## config.mk

```make
export PLATFORM = sky130hd
export DESIGN_NAME = sweep_pulse_record_packer
export DESIGN_NICKNAME = d
export VERILOG_FILES = /design/src/rtl/spr_pkg.sv /design/src/rtl/sweep_pulse_record_packer.sv /design/src/rtl/spr_in_reg.sv /design/src/rtl/spr_tracker.sv /design/src/rtl/spr_rec_build.sv
export VERILOG_INCLUDE_DIRS = /design/src /design/src/rtl
export SDC_FILE = /design/constraint.sdc
export NUM_CORES = 1
export LEC_CHECK = 0
export BUFFER_PORTS_ARGS = -buffer_cell sky130_fd_sc_hd__buf_2
export CAP_MARGIN = 20
export CORE_MARGIN = 1
export CORE_UTILIZATION = 35
export DETAILED_ROUTE_END_ITERATION = 8
export MAX_ROUTING_LAYER = met4
export SYNTH_ARGS = -nofsm -noshare
export SYNTH_HDL_FRONTEND = slang
export SYNTH_SLANG_ARGS = --single-unit
export TNS_END_PERCENT = 5
```

## constraint.sdc

```tcl
create_clock -name i_clk -period 7.7 [get_ports i_clk]
set_clock_uncertainty 0.15 [all_clocks]
set_input_delay 0 -clock i_clk [delete_from_list [all_inputs] [get_ports i_clk]]
set_output_delay 0 -clock i_clk [all_outputs]
set_load 0.01 [all_outputs]
```

## src/rtl/sweep_pulse_record_packer_assert.svh

```systemverilog
// ----------------------------------------------------------------------------
// Sweep pulse record packer assertion macros
// Concurrent checks on i_clk, with and without the reset qualifier.
// ----------------------------------------------------------------------------
`ifndef SWEEP_PULSE_RECORD_PACKER_ASSERT_SVH
`define SWEEP_PULSE_RECORD_PACKER_ASSERT_SVH

`ifndef SYNTHESIS

// Check that is held off while reset is asserted
`define SPR_ASSERT(lbl, prop, msg) \
    lbl: assert property (@(posedge i_clk) disable iff (!i_rst_n) prop) else $error(msg);

// Check that also holds during reset
`define SPR_ASSERT_ALWAYS(lbl, prop, msg) \
    lbl: assert property (@(posedge i_clk) prop) else $error(msg);

`else

`define SPR_ASSERT(lbl, prop, msg)
`define SPR_ASSERT_ALWAYS(lbl, prop, msg)

`endif

`endif

```

## src/rtl/spr_pkg.sv

```systemverilog
// ----------------------------------------------------------------------------
// Sweep pulse record packer package
// Field widths, constants and the structs passed between the packer modules.
// ----------------------------------------------------------------------------
package spr_pkg;

    localparam int unsigned NUM_SENSORS = 4;
    localparam int unsigned SENS_W      = 2;
    localparam int unsigned TIME_W      = 24;
    localparam int unsigned WIDTH_W     = 16;
    localparam int unsigned CHAN_W      = 4;
    localparam int unsigned SYNC_W      = 19;
    localparam int unsigned REC_SYNC_W  = 17;
    localparam int unsigned MID_W       = 25;
    localparam int unsigned DELTA_W     = 16;

    localparam logic [DELTA_W-1:0]     SAT_DELTA = 16'h7FFF;
    localparam logic [15:0]            GAP_LIMIT = 16'hFFFF;
    localparam logic [NUM_SENSORS-1:0] ALL_SEEN  = 4'hF;

    // command codes
    localparam logic CMD_PULSE   = 1'b0;
    localparam logic CMD_TIMEOUT = 1'b1;

    typedef struct packed {
        logic                cmd;
        logic [SENS_W-1:0]   sensor_index;
        logic [TIME_W-1:0]   pulse_time;
        logic [WIDTH_W-1:0]  pulse_width;
        logic                channel_found;
        logic [CHAN_W-1:0]   base_channel;
        logic                slow_bit;
        logic [SYNC_W-1:0]   sync_offset_in;
    } t_item;

    // State captured for one closed record
    typedef struct packed {
        logic [CHAN_W-1:0]                  channel;
        logic                               slow;
        logic [SYNC_W-1:0]                  sync;
        logic [TIME_W-1:0]                  ref_time;
        logic [NUM_SENSORS-1:0][MID_W-1:0]  mid;
        logic [NUM_SENSORS-1:0]             seen;
    } t_snap;

    typedef struct packed {
        logic res_valid;
        logic has_record;
        logic packet_end;
    } t_close;

    typedef struct packed {
        logic                               has_record;
        logic [CHAN_W-1:0]                  rec_channel;
        logic                               rec_slow_bit;
        logic [REC_SYNC_W-1:0]              rec_sync;
        logic [TIME_W-1:0]                  rec_ref_time;
        logic [NUM_SENSORS-1:0][DELTA_W-1:0] delta;
        logic                               packet_end;
    } t_rec;

endpackage

```

## src/rtl/sweep_pulse_record_packer.sv

```systemverilog
// ----------------------------------------------------------------------------
// Sweep pulse record packer
// Groups optical sweep pulse frames into records and marks packet ends.
// ----------------------------------------------------------------------------
// One item (pulse frame or timeout tick) is taken every clock cycle. Each
// item passes an input register, then the tracking and record logic, and a
// record lands in the result register. The result register stalls only
// while its result is not taken; the input side keeps accepting as long as
// the result register can drain. Items that close no record and end no
// packet produce no output transfer. With stream_enable low every item is
// consumed without effect.
// ----------------------------------------------------------------------------
module sweep_pulse_record_packer
    import spr_pkg::*;
(
    input  logic                      i_clk,
    input  logic                      i_rst_n,
    // configuration
    input  logic                      i_cfg_valid,
    output logic                      o_cfg_ready,
    input  logic                      i_cfg_stream_enable,
    // frame input
    input  logic                      i_in_valid,
    output logic                      o_in_ready,
    input  logic                      i_cmd,
    input  logic [SENS_W-1:0]         i_sensor_index,
    input  logic [TIME_W-1:0]         i_pulse_time,
    input  logic [WIDTH_W-1:0]        i_pulse_width,
    input  logic                      i_channel_found,
    input  logic [CHAN_W-1:0]         i_base_channel,
    input  logic                      i_slow_bit,
    input  logic [SYNC_W-1:0]         i_sync_offset_in,
    // record output
    output logic                      o_out_valid,
    input  logic                      i_out_ready,
    output logic                      o_has_record,
    output logic [CHAN_W-1:0]         o_rec_channel,
    output logic                      o_rec_slow_bit,
    output logic [REC_SYNC_W-1:0]     o_rec_sync,
    output logic [TIME_W-1:0]         o_rec_ref_time,
    output logic signed [DELTA_W-1:0] o_delta_s0,
    output logic signed [DELTA_W-1:0] o_delta_s1,
    output logic signed [DELTA_W-1:0] o_delta_s2,
    output logic signed [DELTA_W-1:0] o_delta_s3,
    output logic                      o_packet_end
);

`include "sweep_pulse_record_packer_assert.svh"

    logic   r_enable;
    logic   r_out_valid;
    t_rec   r_rec;

    t_item  w_in_item;
    t_item  w_item;
    logic   w_item_valid;
    logic   w_advance;
    logic   w_load;
    t_close w_close;
    t_snap  w_snap;
    t_rec   w_rec;

    assign o_cfg_ready = 1'b1;

    always_ff @(posedge i_clk) begin
        if (!i_rst_n) begin
            r_enable <= 1'b0;
        end else if (i_cfg_valid) begin
            r_enable <= i_cfg_stream_enable;
        end
    end

    assign w_in_item = '{cmd: i_cmd, sensor_index: i_sensor_index,
                         pulse_time: i_pulse_time, pulse_width: i_pulse_width,
                         channel_found: i_channel_found, base_channel: i_base_channel,
                         slow_bit: i_slow_bit, sync_offset_in: i_sync_offset_in};

    // item leaves the input register once the result register has room
    assign w_advance = w_item_valid && (!r_out_valid || i_out_ready);
    assign w_load    = w_advance && w_close.res_valid;

    spr_in_reg u_in_reg (
        .i_clk     (i_clk),
        .i_rst_n   (i_rst_n),
        .i_valid   (i_in_valid),
        .o_ready   (o_in_ready),
        .i_item    (w_in_item),
        .i_advance (w_advance),
        .o_valid   (w_item_valid),
        .o_item    (w_item)
    );

    spr_tracker u_tracker (
        .i_clk    (i_clk),
        .i_rst_n  (i_rst_n),
        .i_enable (r_enable),
        .i_fire   (w_advance),
        .i_item   (w_item),
        .o_close  (w_close),
        .o_snap   (w_snap)
    );

    spr_rec_build u_rec_build (
        .i_snap  (w_snap),
        .i_close (w_close),
        .o_rec   (w_rec)
    );

    always_ff @(posedge i_clk) begin
        if (!i_rst_n) begin
            r_out_valid <= 1'b0;
        end else if (w_load) begin
            r_out_valid <= 1'b1;
        end else if (i_out_ready) begin
            r_out_valid <= 1'b0;
        end
    end

    always_ff @(posedge i_clk) begin
        if (w_load) begin
            r_rec <= w_rec;
        end
    end

    assign o_out_valid    = r_out_valid;
    assign o_has_record   = r_rec.has_record;
    assign o_rec_channel  = r_rec.rec_channel;
    assign o_rec_slow_bit = r_rec.rec_slow_bit;
    assign o_rec_sync     = r_rec.rec_sync;
    assign o_rec_ref_time = r_rec.rec_ref_time;
    assign o_delta_s0     = $signed(r_rec.delta[0]);
    assign o_delta_s1     = $signed(r_rec.delta[1]);
    assign o_delta_s2     = $signed(r_rec.delta[2]);
    assign o_delta_s3     = $signed(r_rec.delta[3]);
    assign o_packet_end   = r_rec.packet_end;

    // every output transfer carries a record or ends a packet
    `SPR_ASSERT(a_out_not_empty, o_out_valid |-> (o_has_record || o_packet_end),
                "empty result")
    // a bare packet end carries cleared record fields
    `SPR_ASSERT(a_bare_end_zero,
                (o_out_valid && !o_has_record) |->
                (o_rec_ref_time == '0 && o_rec_sync == '0 && r_rec.delta == '0),
                "bare packet end with stale fields")
    // a new result only follows an item consumed while enabled
    `SPR_ASSERT(a_load_enabled, $rose(o_out_valid) |-> $past(w_advance && r_enable),
                "result without enabled item")
    // a full input register that cannot drain must not take another transfer
    `SPR_ASSERT_ALWAYS(a_in_hold, (w_item_valid && !w_advance) |-> !o_in_ready,
                       "input overrun")

endmodule

```

## src/rtl/spr_in_reg.sv

```systemverilog
// ----------------------------------------------------------------------------
// Sweep pulse record packer input register
// Holds one accepted frame until the tracker consumes it.
// ----------------------------------------------------------------------------
module spr_in_reg
    import spr_pkg::*;
(
    input  logic  i_clk,
    input  logic  i_rst_n,
    input  logic  i_valid,
    output logic  o_ready,
    input  t_item i_item,
    input  logic  i_advance,
    output logic  o_valid,
    output t_item o_item
);

    logic  r_valid;
    t_item r_item;
    logic  w_accept;

    assign o_ready  = !r_valid || i_advance;
    assign w_accept = i_valid && o_ready;

    always_ff @(posedge i_clk) begin
        if (!i_rst_n) begin
            r_valid <= 1'b0;
        end else if (w_accept) begin
            r_valid <= 1'b1;
        end else if (i_advance) begin
            r_valid <= 1'b0;
        end
    end

    always_ff @(posedge i_clk) begin
        if (w_accept) begin
            r_item <= i_item;
        end
    end

    assign o_valid = r_valid;
    assign o_item  = r_item;

endmodule

```

## src/rtl/spr_tracker.sv

```systemverilog
// ----------------------------------------------------------------------------
// Sweep pulse record packer tracker
// Keeps channel, reference time, sync and per-sensor mid times, and decides
// when a record closes and when a packet ends.
// ----------------------------------------------------------------------------
module spr_tracker
    import spr_pkg::*;
(
    input  logic   i_clk,
    input  logic   i_rst_n,
    input  logic   i_enable,
    input  logic   i_fire,
    input  t_item  i_item,
    output t_close o_close,
    output t_snap  o_snap
);

    logic                               r_cv, n_cv;
    logic [CHAN_W-1:0]                  r_ch, n_ch;
    logic                               r_slow, n_slow;
    logic [TIME_W-1:0]                  r_ref, n_ref;
    logic [TIME_W-1:0]                  r_prev, n_prev;
    logic [SYNC_W-1:0]                  r_sync, n_sync;
    logic [NUM_SENSORS-1:0][MID_W-1:0]  r_mid, n_mid;
    logic [NUM_SENSORS-1:0]             r_seen, n_seen;
    logic                               r_pend, n_pend;

    // frame path intermediates
    logic [MID_W-1:0]                   w_gap;
    logic                               w_close_gap;
    logic                               w_cv1;
    logic [TIME_W-1:0]                  w_ref1;
    logic [SYNC_W-1:0]                  w_sync1;
    logic [NUM_SENSORS-1:0]             w_seen1;
    logic                               w_close_chan;
    logic                               w_close_ab;
    logic                               w_cv2;
    logic [CHAN_W-1:0]                  w_ch2;
    logic                               w_slow2;
    logic [TIME_W-1:0]                  w_ref2;
    logic [SYNC_W-1:0]                  w_sync2;
    logic [NUM_SENSORS-1:0]             w_seen2;
    logic [SYNC_W-1:0]                  w_sync3;
    logic [TIME_W-1:0]                  w_ref3;
    logic [NUM_SENSORS-1:0][MID_W-1:0]  w_mid3;
    logic [NUM_SENSORS-1:0]             w_seen3;
    logic                               w_close_full;
    logic                               w_has_sync;
    t_snap                              w_old_snap;
    t_snap                              w_new_snap;

    // gap only counts when the frame is later than the reference time
    assign w_gap       = {1'b0, i_item.pulse_time} - {1'b0, r_prev};
    assign w_close_gap = r_cv && (i_item.pulse_time > r_ref) && !w_gap[MID_W-1]
                         && (w_gap[TIME_W-1:0] > {{(TIME_W-16){1'b0}}, GAP_LIMIT});

    assign w_cv1   = r_cv && !w_close_gap;
    assign w_ref1  = w_close_gap ? '0 : r_ref;
    assign w_sync1 = w_close_gap ? '0 : r_sync;
    assign w_seen1 = w_close_gap ? '0 : r_seen;

    assign w_close_chan = i_item.channel_found && w_cv1 && (r_ch != i_item.base_channel);
    assign w_close_ab   = w_close_gap || w_close_chan;

    // slow bit is only taken when a channel is first found
    assign w_cv2   = i_item.channel_found || w_cv1;
    assign w_ch2   = i_item.channel_found ? i_item.base_channel : r_ch;
    assign w_slow2 = (i_item.channel_found && !w_cv1) ? i_item.slow_bit : r_slow;
    assign w_ref2  = (i_item.channel_found && (!w_cv1 || w_close_chan))
                     ? i_item.pulse_time : w_ref1;
    assign w_sync2 = w_close_chan ? '0 : w_sync1;
    assign w_seen2 = w_close_chan ? '0 : w_seen1;

    assign w_has_sync = (i_item.sync_offset_in != '0);
    assign w_sync3    = w_has_sync ? i_item.sync_offset_in : w_sync2;
    assign w_ref3     = w_has_sync ? i_item.pulse_time : w_ref2;

    always_comb begin
        w_mid3 = r_mid;
        w_mid3[i_item.sensor_index] = MID_W'(i_item.pulse_time)
                                      + MID_W'(i_item.pulse_width[WIDTH_W-1:1]);
    end

    assign w_seen3 = w_seen2 | (NUM_SENSORS'(1) << i_item.sensor_index);

    // a full mask without a channel waits for a later frame that finds one
    assign w_close_full = (w_seen3 == ALL_SEEN) && !w_close_ab && w_cv2;

    assign w_old_snap = '{channel: r_ch, slow: r_slow, sync: r_sync, ref_time: r_ref,
                          mid: r_mid, seen: r_seen};
    assign w_new_snap = '{channel: w_ch2, slow: w_slow2, sync: w_sync3, ref_time: w_ref3,
                          mid: w_mid3, seen: w_seen3};

    always_comb begin
        n_cv    = r_cv;
        n_ch    = r_ch;
        n_slow  = r_slow;
        n_ref   = r_ref;
        n_prev  = r_prev;
        n_sync  = r_sync;
        n_mid   = r_mid;
        n_seen  = r_seen;
        n_pend  = r_pend;
        o_close = '0;
        o_snap  = w_old_snap;
        if (i_enable) begin
            if (i_item.cmd == CMD_TIMEOUT) begin
                if (r_cv) begin
                    // record plus flush: the packet always ends here
                    o_close = '{res_valid: 1'b1, has_record: 1'b1, packet_end: 1'b1};
                    n_cv    = 1'b0;
                    n_seen  = '0;
                    n_sync  = '0;
                    n_ref   = '0;
                    n_pend  = 1'b0;
                end else if (r_pend) begin
                    o_close = '{res_valid: 1'b1, has_record: 1'b0, packet_end: 1'b1};
                    n_pend  = 1'b0;
                end
            end else begin
                n_prev = i_item.pulse_time;
                n_ch   = w_ch2;
                n_slow = w_slow2;
                n_mid  = w_mid3;
                if (w_close_ab) begin
                    // old record goes out, the current frame opens the next one
                    o_close = '{res_valid: 1'b1, has_record: 1'b1, packet_end: r_pend};
                    o_snap  = w_old_snap;
                    n_cv    = w_cv2;
                    n_seen  = w_seen3;
                    n_sync  = w_sync3;
                    n_ref   = w_ref3;
                    n_pend  = !r_pend;
                end else if (w_close_full) begin
                    o_close = '{res_valid: 1'b1, has_record: 1'b1, packet_end: r_pend};
                    o_snap  = w_new_snap;
                    n_cv    = 1'b0;
                    n_seen  = '0;
                    n_sync  = '0;
                    n_ref   = '0;
                    n_pend  = !r_pend;
                end else begin
                    n_cv   = w_cv2;
                    n_seen = w_seen3;
                    n_sync = w_sync3;
                    n_ref  = w_ref3;
                end
            end
        end
    end

    always_ff @(posedge i_clk) begin
        if (!i_rst_n) begin
            r_cv   <= 1'b0;
            r_ch   <= '0;
            r_slow <= 1'b0;
            r_ref  <= '0;
            r_prev <= '0;
            r_sync <= '0;
            r_mid  <= '0;
            r_seen <= '0;
            r_pend <= 1'b0;
        end else if (i_fire) begin
            r_cv   <= n_cv;
            r_ch   <= n_ch;
            r_slow <= n_slow;
            r_ref  <= n_ref;
            r_prev <= n_prev;
            r_sync <= n_sync;
            r_mid  <= n_mid;
            r_seen <= n_seen;
            r_pend <= n_pend;
        end
    end

endmodule

```

## src/rtl/spr_rec_build.sv

```systemverilog
// ----------------------------------------------------------------------------
// Sweep pulse record packer record builder
// Turns a closed-record snapshot into header fields and saturated deltas.
// ----------------------------------------------------------------------------
module spr_rec_build
    import spr_pkg::*;
(
    input  t_snap  i_snap,
    input  t_close i_close,
    output t_rec   o_rec
);

    localparam logic signed [MID_W:0] SAT_HI =
        $signed({{(MID_W+1-DELTA_W){1'b0}}, SAT_DELTA});
    localparam logic signed [MID_W:0] SAT_LO = -SAT_HI;

    logic signed [MID_W:0]               w_diff [NUM_SENSORS];
    logic [NUM_SENSORS-1:0][DELTA_W-1:0] w_delta;

    always_comb begin
        for (int i = 0; i < NUM_SENSORS; i++) begin
            w_diff[i] = $signed({1'b0, i_snap.mid[i]})
                        - $signed({2'b00, i_snap.ref_time});
            // missing sensor or a difference outside the open range saturates
            if (i_snap.seen[i] && (w_diff[i] < SAT_HI) && (w_diff[i] > SAT_LO)) begin
                w_delta[i] = w_diff[i][DELTA_W-1:0];
            end else begin
                w_delta[i] = SAT_DELTA;
            end
        end
    end

    always_comb begin
        o_rec = '0;
        o_rec.packet_end = i_close.packet_end;
        if (i_close.has_record) begin
            o_rec.has_record   = 1'b1;
            o_rec.rec_channel  = i_snap.channel;
            o_rec.rec_slow_bit = i_snap.slow;
            o_rec.rec_sync     = i_snap.sync[SYNC_W-1:2];
            o_rec.rec_ref_time = i_snap.ref_time;
            o_rec.delta        = w_delta;
        end
    end

endmodule
```

Yosys cells after proc, flatten, opt, wreduce, memory -nomap -nowiden
Cells that the tools add are included.
{"block": "classes", "n_lt_le_gt_ge": 12, "n_mux": 50, "eq_ne": 3, "bitwise": 2, "add_sub_neg": 6, "shifts": 1, "n_reduce_logical": 46}
{"cell": "two-way mux 152 bit", "count": 4}
{"cell": "two-way mux 24 bit", "count": 7}
{"cell": "two-way mux 19 bit", "count": 7}
{"cell": "two-way mux 111 bit", "count": 1}
{"cell": "> comparator 26 x 16 -> 1 bit, second input constant", "count": 4}
{"cell": "less-than comparator 26 x 16 -> 1 bit, second input constant", "count": 4}
{"cell": "subtractor 25 x 24 -> 26 bit", "count": 4}
{"cell": "bitwise mux 100 bit", "count": 1}
{"cell": "two-way mux 16 bit", "count": 4}
{"cell": "demux 25 bit (select 2 bit)", "count": 1}
{"cell": "two-way mux 4 bit", "count": 7}
{"cell": "adder 24 x 15 -> 25 bit", "count": 1}
{"cell": "two-way mux 25 bit", "count": 1}
{"cell": "subtractor 24 x 24 -> 25 bit", "count": 1}
{"cell": "> comparator 24 x 16 -> 1 bit, second input constant", "count": 1}
{"cell": "> comparator 24 bit", "count": 1}
{"cell": "logical AND 1 bit", "count": 22}
{"cell": "nonzero test 19 bit", "count": 1}
{"cell": "two-way mux 3 bit", "count": 6}
{"cell": "two-way mux 1 bit", "count": 11}
{"cell": "AND reduction 2 bit", "count": 5}
{"cell": "AND reduction 3 bit", "count": 3}
{"cell": "logical NOT 1 bit", "count": 7}
{"cell": "logical OR 1 bit", "count": 5}
{"cell": "10 further kinds", "count": 11}
{"block": "totals", "ff_bits": 361, "inputBits": 74, "out_inout_bits": 115, "elab_cells": 157}

Depth between registers and ports, before layout
Gate-level depths: netlist of the first run.
{"block": "logic_depth", "ltp_word": 23, "mapped_depth": 36, "ltp_nobuf": 33}

Modules after synthesis
From an unflattened synthesis of the first run, not the netlist that was laid out.
{"block": "unflattened", "hier_cells": 2696, "hier_area_um2": 24280.8}
{"mod": "spr_tracker", "cells_per_inst": 1326, "n_inst": 1, "area_each_um2": 10857.9}
{"mod": "spr_rec_build", "cells_per_inst": 1174, "n_inst": 1, "area_each_um2": 7838.8}
{"mod": "sweep_pulse_record_packer", "cells_per_inst": 123, "n_inst": 1, "area_each_um2": 3484.6}
{"mod": "spr_in_reg", "cells_per_inst": 73, "n_inst": 1, "area_each_um2": 2099.5}

Worst setup path before layout of the first run
Ideal clock, no wire load.
{"block": "synth_timing", "kind": "reg2reg", "start": "register u_in_reg.r_item (netlist bit u_in_reg.o_item[41])", "end": "register r_rec (netlist bit o_delta_s3[11]) (data pin)", "arrival_time_ps": 7839, "setup_time_ps": 275, "slack_ps": -565, "stages_incl_launch_ff": 36, "path_buffers": 6, "path_cell_list": "edfxtp_1 -> inv_1 -> ha_1 -> fa_1 -> nand2b_1 -> a21oi_1 -> o211ai_1 -> a211oi_1 -> o21ai_0 -> xnor2_1 -> a2111o_1 -> o22a_1 -> buf_2 -> buf_2 -> buf_2 -> buf_1 -> nor2_1 -> clkbuf_1 -> mux2i_1 -> ha_1 -> a21o_1 -> a21oi_1 -> inv_1 -> maj3_1 -> a21oi_1 -> o41a_1 -> a211oi_1 -> o21a_1 -> a41oi_1 -> nor2b_1 -> mux2_2 -> or4_1 -> nor4_1 -> a31o_2 -> buf_6 -> a31oi_1"}
{"block": "synth_via", "elab_chain_cells": 22}
{"element": "start, declared", "line_no": "spr_in_reg.sv:19", "source": "t_item r_item;"}
{"element": "start signal, assigned", "line_no": "spr_in_reg.sv:37", "source": "r_item <= i_item;"}
{"element": "parallel branches: the longest is 22 deep, another holds subtractor 24 x 24 -> 25 bit"}
{"element": "end signal, assigned", "line_no": "sweep_pulse_record_packer.sv:121", "source": "r_rec <= w_rec;"}
{"element": "end, declared", "line_no": "sweep_pulse_record_packer.sv:52", "source": "t_rec r_rec;"}
Several ways; the timed one is not identified.
A chain may end at the register's enable or synchronous reset.

Worst setup path after layout of the first run
{"block": "layout_timing", "start": "register u_in_reg.r_item (netlist bit u_in_reg.o_item[46])", "end": "register r_rec (netlist bit o_delta_s0[15]) (data pin)"}
{"block": "layout_via", "elab_chain_cells": 22}
{"element": "parallel branches: the longest is 22 deep, another holds subtractor 24 x 24 -> 25 bit"}
Several ways; the timed one is not identified.

==> flow_metrics.tcl, run 1 <==
set metrics [dict create \
    hold_class "primary input to register" \
    die_y_um 259.8 \
    antenna_found_initial 2 \
    rrSetupSlack_ps 3 \
    place_congestion 1.046 \
    min-delay-start "i_cfg_valid" \
    start_util_pct 35.38 \
    cpPeakStageDelay_ps 450 \
    synthSimpleGateAreaFrac_pct 18.81 \
    final_hold_viol_count 0 \
    clkPwrFrac_pct 39.3 \
    clk_path_buf_depth 3 \
    synthTopCellsByArea "edfxtp_1, dfxtp_1, ha_1, nand2_1, a21oi_1" \
    cpMaxStageDelayCell "a311o_2" \
    rr_endpoint "o_delta_s0[15]" \
    avgSynthCellArea_um2 8.537 \
    drc 0 \
    crit_fanout 8 \
    grt_pass1_wl_um 124300 \
    wl_um 83190 \
    syn_area_um2 23260 \
    layout-area-overhead-vs-synth_pct 32.46 \
    synth_edf_count 179 \
    status "finished clean" \
    final_cell_mix "nand2_1, buf_4, a21oi_1" \
    rsz0062_at_grt "true" \
    drive_above_1_share_pct 21.48 \
    yosys_register_bits 358 \
    layoutNonFillerInstCount 4161 \
    netSwitchingPower_mw 1.561 \
    intPower_mw 3.756 \
    path_common_cell "buf_6" \
    cts-buffers-inserted 42 \
    arrival_ps 7900 \
    place_area_um2 26960 \
    yosysTopAreaCell "edfxtp_1" \
    grt_max_degree 113 \
    rows 94 \
    tightest_slew_ps 1104 \
    setup_viol 0 \
    min_period_ps 7697 \
    die_area_um2 67500 \
    synthAdderAreaFrac_pct 9.058 \
    synthCells 2725 \
    syn-num-nets 2959 \
    p_per_area_nw_per_um2 172.6 \
    yosysTopAreaCellShare_pct 23.11 \
    dpl.hpwl_um 60770 \
    finalNetCount 3497 \
    synthXorXnorAreaFrac_pct 4.292 \
    firstDrtPassIters 6 \
    synth_compound_area_share_pct 22.75 \
    cp_data_required_time_ps 7900 \
    clkTransAtPathRegs_ps 70 \
    cp-end-kind "register" \
    vias 22780 \
    finalSetupTns_ps 0 \
    pwr-share-seq_pct 39.1 \
    cellLeakagePower_nw 11.73 \
    worstSetupPathType "register to register" \
    grtUsageTotal_pct 24.50 \
    maxCapViolations 0 \
    wire_per_inst_um 19.99 \
    mostFrequentLayoutCell "nand2_1" \
    min_path_cells 4 \
    yosys_most_used_dff "edfxtp_1" \
    cts_max_level 2 \
    core_area_um2 65750 \
    grt_pass1_vias 21190 \
    port_buffers 186 \
    slew_viol_final 0 \
    synthMuxAreaShare_pct 2.189 \
    yosysWarnings 0 \
    async_reset_ff_share_pct 0 \
    insertion_delay_ps 610 \
    cp-start-kind "register" \
    hold_end "r_enable" \
    gr-total-overflow 0 \
    switching_share_pct 29.36 \
    relSlewSlack_pct 25.89 \
    drtIter0Drc 1924 \
    synth_cell_types 88 \
    via_per_inst 5.476 \
    cts_root_buffer "clkbuf_16" \
    power.share.combinational_pct 21.6 \
    fin_ws_ps 2.724 \
    r2r_cells 31 \
    final_area_um2 30810 \
    yosysSeqAreaShare_pct 38.51 \
    ios 189 \
    pre_cts_ws_ps -94.12 \
    max_freq_mhz 129.9 \
    synth_top_family_by_area "compound AO/OA/AOI/OAI gates" \
    numClockSinks 358 \
    ant_nets 0 \
    cts_tree "done" \
    vdd_drop_max_mv 0.2033 \
    chipWidth_um 259.8 \
    rr_startpoint "u_in_reg.o_item[46]" \
    fin_crit_sh_pct 99.96 \
    placedCellCount 3909 \
]
## repair_timing
action / CTS / global route
gates cloned: 1 / 2
hold endpoints to repair: 193 / 0
buffers inserted: 1 / 29
resized for setup: 24 / 141
pin swaps: 2 / 75
hold buffers: 141 / 0
endpoints found under the setup margin: 47 / 64
## final cells by class
| type | count | area (µm²) |
|---|---|---|
| Clock buffer | 60 | 1214 |
| Timing Repair Buffer | 636 | 4811 |
| Fill cell | 6342 | 34930 |
| Sequential cell | 358 | 8959 |
| Inverter | 114 | 432.9 |
| Antenna cell | 1 | 2.502 |
| Clock inverter | 17 | 217.7 |
| Tap cell | 864 | 1081 |
| Multi-Input combinational cell | 2111 | 14100 |
## power groups by stage
| stage | sequential (mW) | clock [mW] | combinational [mW] |
|---|---|---|---|
| final | 2.08 | 2.09 | 1.15 |
| after global routing | 2.08 | 2.19 | 1.23 |
| after CTS | 2.08 | 2.12 | 1.06 |
| after detailed placement | 2.12 | 0 | 0.979 |
| after global placement | 2.12 | 0 | 0.977 |
| after floorplan | 2.11 | 0 | 0.582 |
## sequential cells by signal, indices dropped and copies added, names as in the netlist, 17 cells and up
signal,count
u_tracker.r_mid,100
u_in_reg.o_item,67
o_rec_ref_time,24
u_tracker.r_prev,24
u_tracker.r_ref,24
o_rec_sync,17
u_tracker.r_sync,17
## routing by layer
metal / up-vias / global-route usage (%) / part of all wire [%] / wire (µm)
met2: 735 / 38.76 / 46 / 38390
met4: 0 / 7.108 / 2.7 / 2277
met3: 128 / 3.070 / 6.4 / 5347
li1: 11020 / - / - / -
met1: 10900 / 32.63 / 45 / 37180
met5: - / - / 0 / 0
## worst max-delay path by stage
stage                   startpoint             end  slack [ps]
2_1_floorplan  u_in_reg.o_item[42]   o_delta_s1[4]         -20
3_3_place_gp   u_in_reg.o_item[47]  o_delta_s0[15]        -120
3_5_place_dp   u_in_reg.o_item[47]  o_delta_s0[15]         -90
4_1_cts        u_in_reg.o_item[47]   o_delta_s3[2]         -20
5_1_grt        u_in_reg.o_item[41]  o_delta_s0[14]        -290
6_report       u_in_reg.o_item[46]  o_delta_s0[15]           3
## Yosys cell counts, drive strengths merged, types with 48 or more instances
cell,number
xnor2,74
o21ai,147
nor2,220
nand2,415
nand3,52
a22oi,62
clkbuf,124
ha,154
a21o,54
dfxtp,179
edfxtp,179
inv,113
a21oi,266
a31oi,48
a211oi,61
## cell families (layout without fill, tap and decap cells)
| family | count (synthesis) | in the layout |
|---|---|---|
| AO/OA/AOI/OAI | 825 | 826 |
| adder cells (fa/ha/maj) | 166 | 166 |
| flip-flops | 358 | 358 |
| multiplexers | 50 | 50 |
| other | 1 | 2 |
| AND/OR/NAND/NOR | 954 | 954 |
| buffers and inverters | 257 | 827 |
| XOR/XNOR | 114 | 114 |
## stage by stage
stage / hold slack (ps) / power [mW] / utilization [%]
2_1_floorplan: -51.13 / 2.692 / -
3_3_place_gp: 26.47 / 3.094 / 41.01
3_5_place_dp: 28.10 / 3.096 / 41.01
4_1_cts: 17.68 / 5.251 / 45.52
5_1_grt: 86.12 / 5.509 / 46.87
6_report: 57.11 / 5.317 / 46.87
## worst max-delay path, delay by kind of cell (launching register included)
kind / cells / cell delay (ps)
fa+ha+maj: 3 / 840
xor+xnor: 1 / 190
mux: 1 / 230
buf+inv: 4 / 550
simple gates: 11 / 2640
compound gates: 11 / 2380
flops: 1 / 440
Power figures use the tool's default switching activity.
==> inputs of run 2 (changes only) <==
RECOVER_POWER = 100   (was not set)
==> run 2 against run 1 <==
The run now ends with max-capacitance violations, max-slew violations left. Critical path depth unchanged. Final cell count unchanged. Die area unchanged. Sequential share of layout area increased by 0.15 points. Worst hold slack improved by 1.6 ps. Register-to-register slack about the same. Sequential power about the same. Utilization decreased by 0.25 points. Combinational power about the same. Non-clock buffer count unchanged. Sequential cell count unchanged. Highest routed layer unchanged.
==> flow_metrics.tcl, run 2 (same netlist as run 1, synthesis figures left out) <==
set metrics [dict create \
    cellLeakagePower_nw 11.54 \
    cp-start-kind "register" \
    rows 94 \
    place_area_um2 26960 \
    max_freq_mhz 129.9 \
    cpMaxStageDelayCell "a311o_2" \
    vias 22800 \
    cts_root_buffer "clkbuf_16" \
    rrSetupSlack_ps 2 \
    grtUsageTotal_pct 24.50 \
    grt_max_degree 113 \
    maxCapViolations 3 \
    mostFrequentLayoutCell "nand2_1" \
    hold_class "primary input to register" \
    chipWidth_um 259.8 \
    cp_data_required_time_ps 7900 \
    finalNetCount 3497 \
    die_area_um2 67500 \
    antenna_found_initial 2 \
    cp-end-kind "register" \
    insertion_delay_ps 610 \
    clk_path_buf_depth 3 \
    cpPeakStageDelay_ps 450 \
    start_util_pct 35.38 \
    firstDrtPassIters 6 \
    crit_fanout 8 \
    grt_pass1_wl_um 124300 \
    clkTransAtPathRegs_ps 70 \
    cts_max_level 2 \
    die_y_um 259.8 \
    finalPower_mw 5.311 \
    wire_per_inst_um 19.97 \
    core_area_um2 65750 \
    whs_ps 58.70 \
    grt_pass1_vias 21190 \
    numClockSinks 358 \
    tightest_slew_ps 3895 \
    fin_crit_sh_pct 99.97 \
    via_per_inst 5.479 \
    cts-buffers-inserted 42 \
    port_buffers 186 \
    drc 0 \
    final_area_um2 30650 \
    relSlewSlack_pct -159.7 \
    fin_util_pct 46.62 \
    min_period_ps 7698 \
    vdd_drop_max_mv 0.2027 \
    ant_nets 0 \
    dpl.hpwl_um 60770 \
    ios 189 \
    path_common_cell "buf_6" \
    p_per_area_nw_per_um2 173.3 \
    status "complete, but fails checks" \
    final_cell_mix "nand2_1, buf_4, a21oi_1" \
    worstSetupPathType "register to register" \
    arrival_ps 7890 \
    gr-total-overflow 0 \
    largest_reg_flops 100 \
    drive_above_1_share_pct 17.87 \
    cts_tree "done" \
    slew_viol_final 244 \
    largest_register "u_tracker.r_mid" \
    wl_um 83090 \
    violations "max-capacitance violations, max-slew violations" \
    final_hold_viol_count 0 \
    drtIter0Drc 1944 \
    rsz0062_at_grt "true" \
    setup_viol 0 \
    place_congestion 1.046 \
    layout-area-overhead-vs-synth_pct 31.77 \
]
-- run 2: cell types whose count changed in the layout (fill, tap and decap cells not counted) --
| cell | before | now |
|---|---|---|
| and2_0 | 0 | 1 |
| and2_4 | 1 | 0 |
| buf_2 | 186 | 71 |
| buf_4 | 287 | 284 |
| clkbuf_1 | 9 | 126 |
| clkbuf_2 | 0 | 1 |
| inv_1 | 108 | 109 |
| inv_6 | 1 | 0 |
| o21ai_0 | 128 | 129 |
| o21ai_1 | 12 | 11 |
-- run 2: per-stage QoR --
step | cells | worst slack (ps) | TNS (ps)
floorplan | 2725 | -16.78 | -155.8
global placement | 3909 | -119.6 | -231.0
detailed placement | 3909 | -94.12 | -222.0
CTS | 4129 | -19.25 | -78.42
global route | 4161 | -294.8 | -9812
finish | 4161 | 1.926 | 0
-- run 2: where the power goes --
group | total [mW] | switching [mW] | leakage, nW | internal, mW
Sequential | 2.08 | 0.0383 | 2.94 | 2.04
Combinational | 1.15 | 0.641 | 7.90 | 0.506
Clock | 2.09 | 0.878 | 0.704 | 1.21
-- run 2: path summary, 6_finish.rpt --
| check | start | to | cells after the start |
|---|---|---|---|
| setup / recovery | u_in_reg.o_item[46] | o_delta_s0[15] | 31 |
| hold / removal | i_cfg_valid | r_enable | 4 |
| setup reg to reg | u_in_reg.o_item[46] | o_delta_s0[15] | 31 |
| hold reg to reg | u_tracker.r_mid[74] | u_tracker.r_mid[74] | 2 |
-- run 2: what timing repair did --
| action | in CTS | in global routing |
|---|---|---|
| gates resized for setup | 24 | 141 |
| hold endpoints to repair | 193 | 0 |
| buffers inserted | 1 | 29 |
| pin swaps | 2 | 75 |
| hold buffers | 141 | 0 |
| gates cloned | 1 | 2 |
| endpoints found under the setup margin | 47 | 64 |
-- run 2: layout make-up --
type	count	area, µm²
timing repair buffer	636	4657
clock inverter	17	217.7
sequential	358	8959
clock buffer	60	1214
fill	6397	35090
tap	864	1081
multi-input combinational	2111	14090
antenna	1	2.502
inverter	114	427.9
-- run 2: critical path, delay by kind of cell (launching register included) --
| kind | cells | cell delay [ps] |
|---|---|---|
| flops | 1 | 440 |
| fa+ha+maj | 3 | 840 |
| buf+inv | 4 | 550 |
| xor+xnor | 1 | 190 |
| mux | 1 | 230 |
| compound gates | 11 | 2370 |
| simple gates | 11 | 2640 |
-- run 2: layer usage --
metal | wire length (µm) | vias to the layer above | GRT usage, %
met3 | 5422 | 132 | 3.070
met1 | 36970 | 10890 | 32.63
li1 | - | 11030 | -
met4 | 2331 | 0 | 7.108
met2 | 38370 | 757 | 38.76
met5 | 0 | - | -
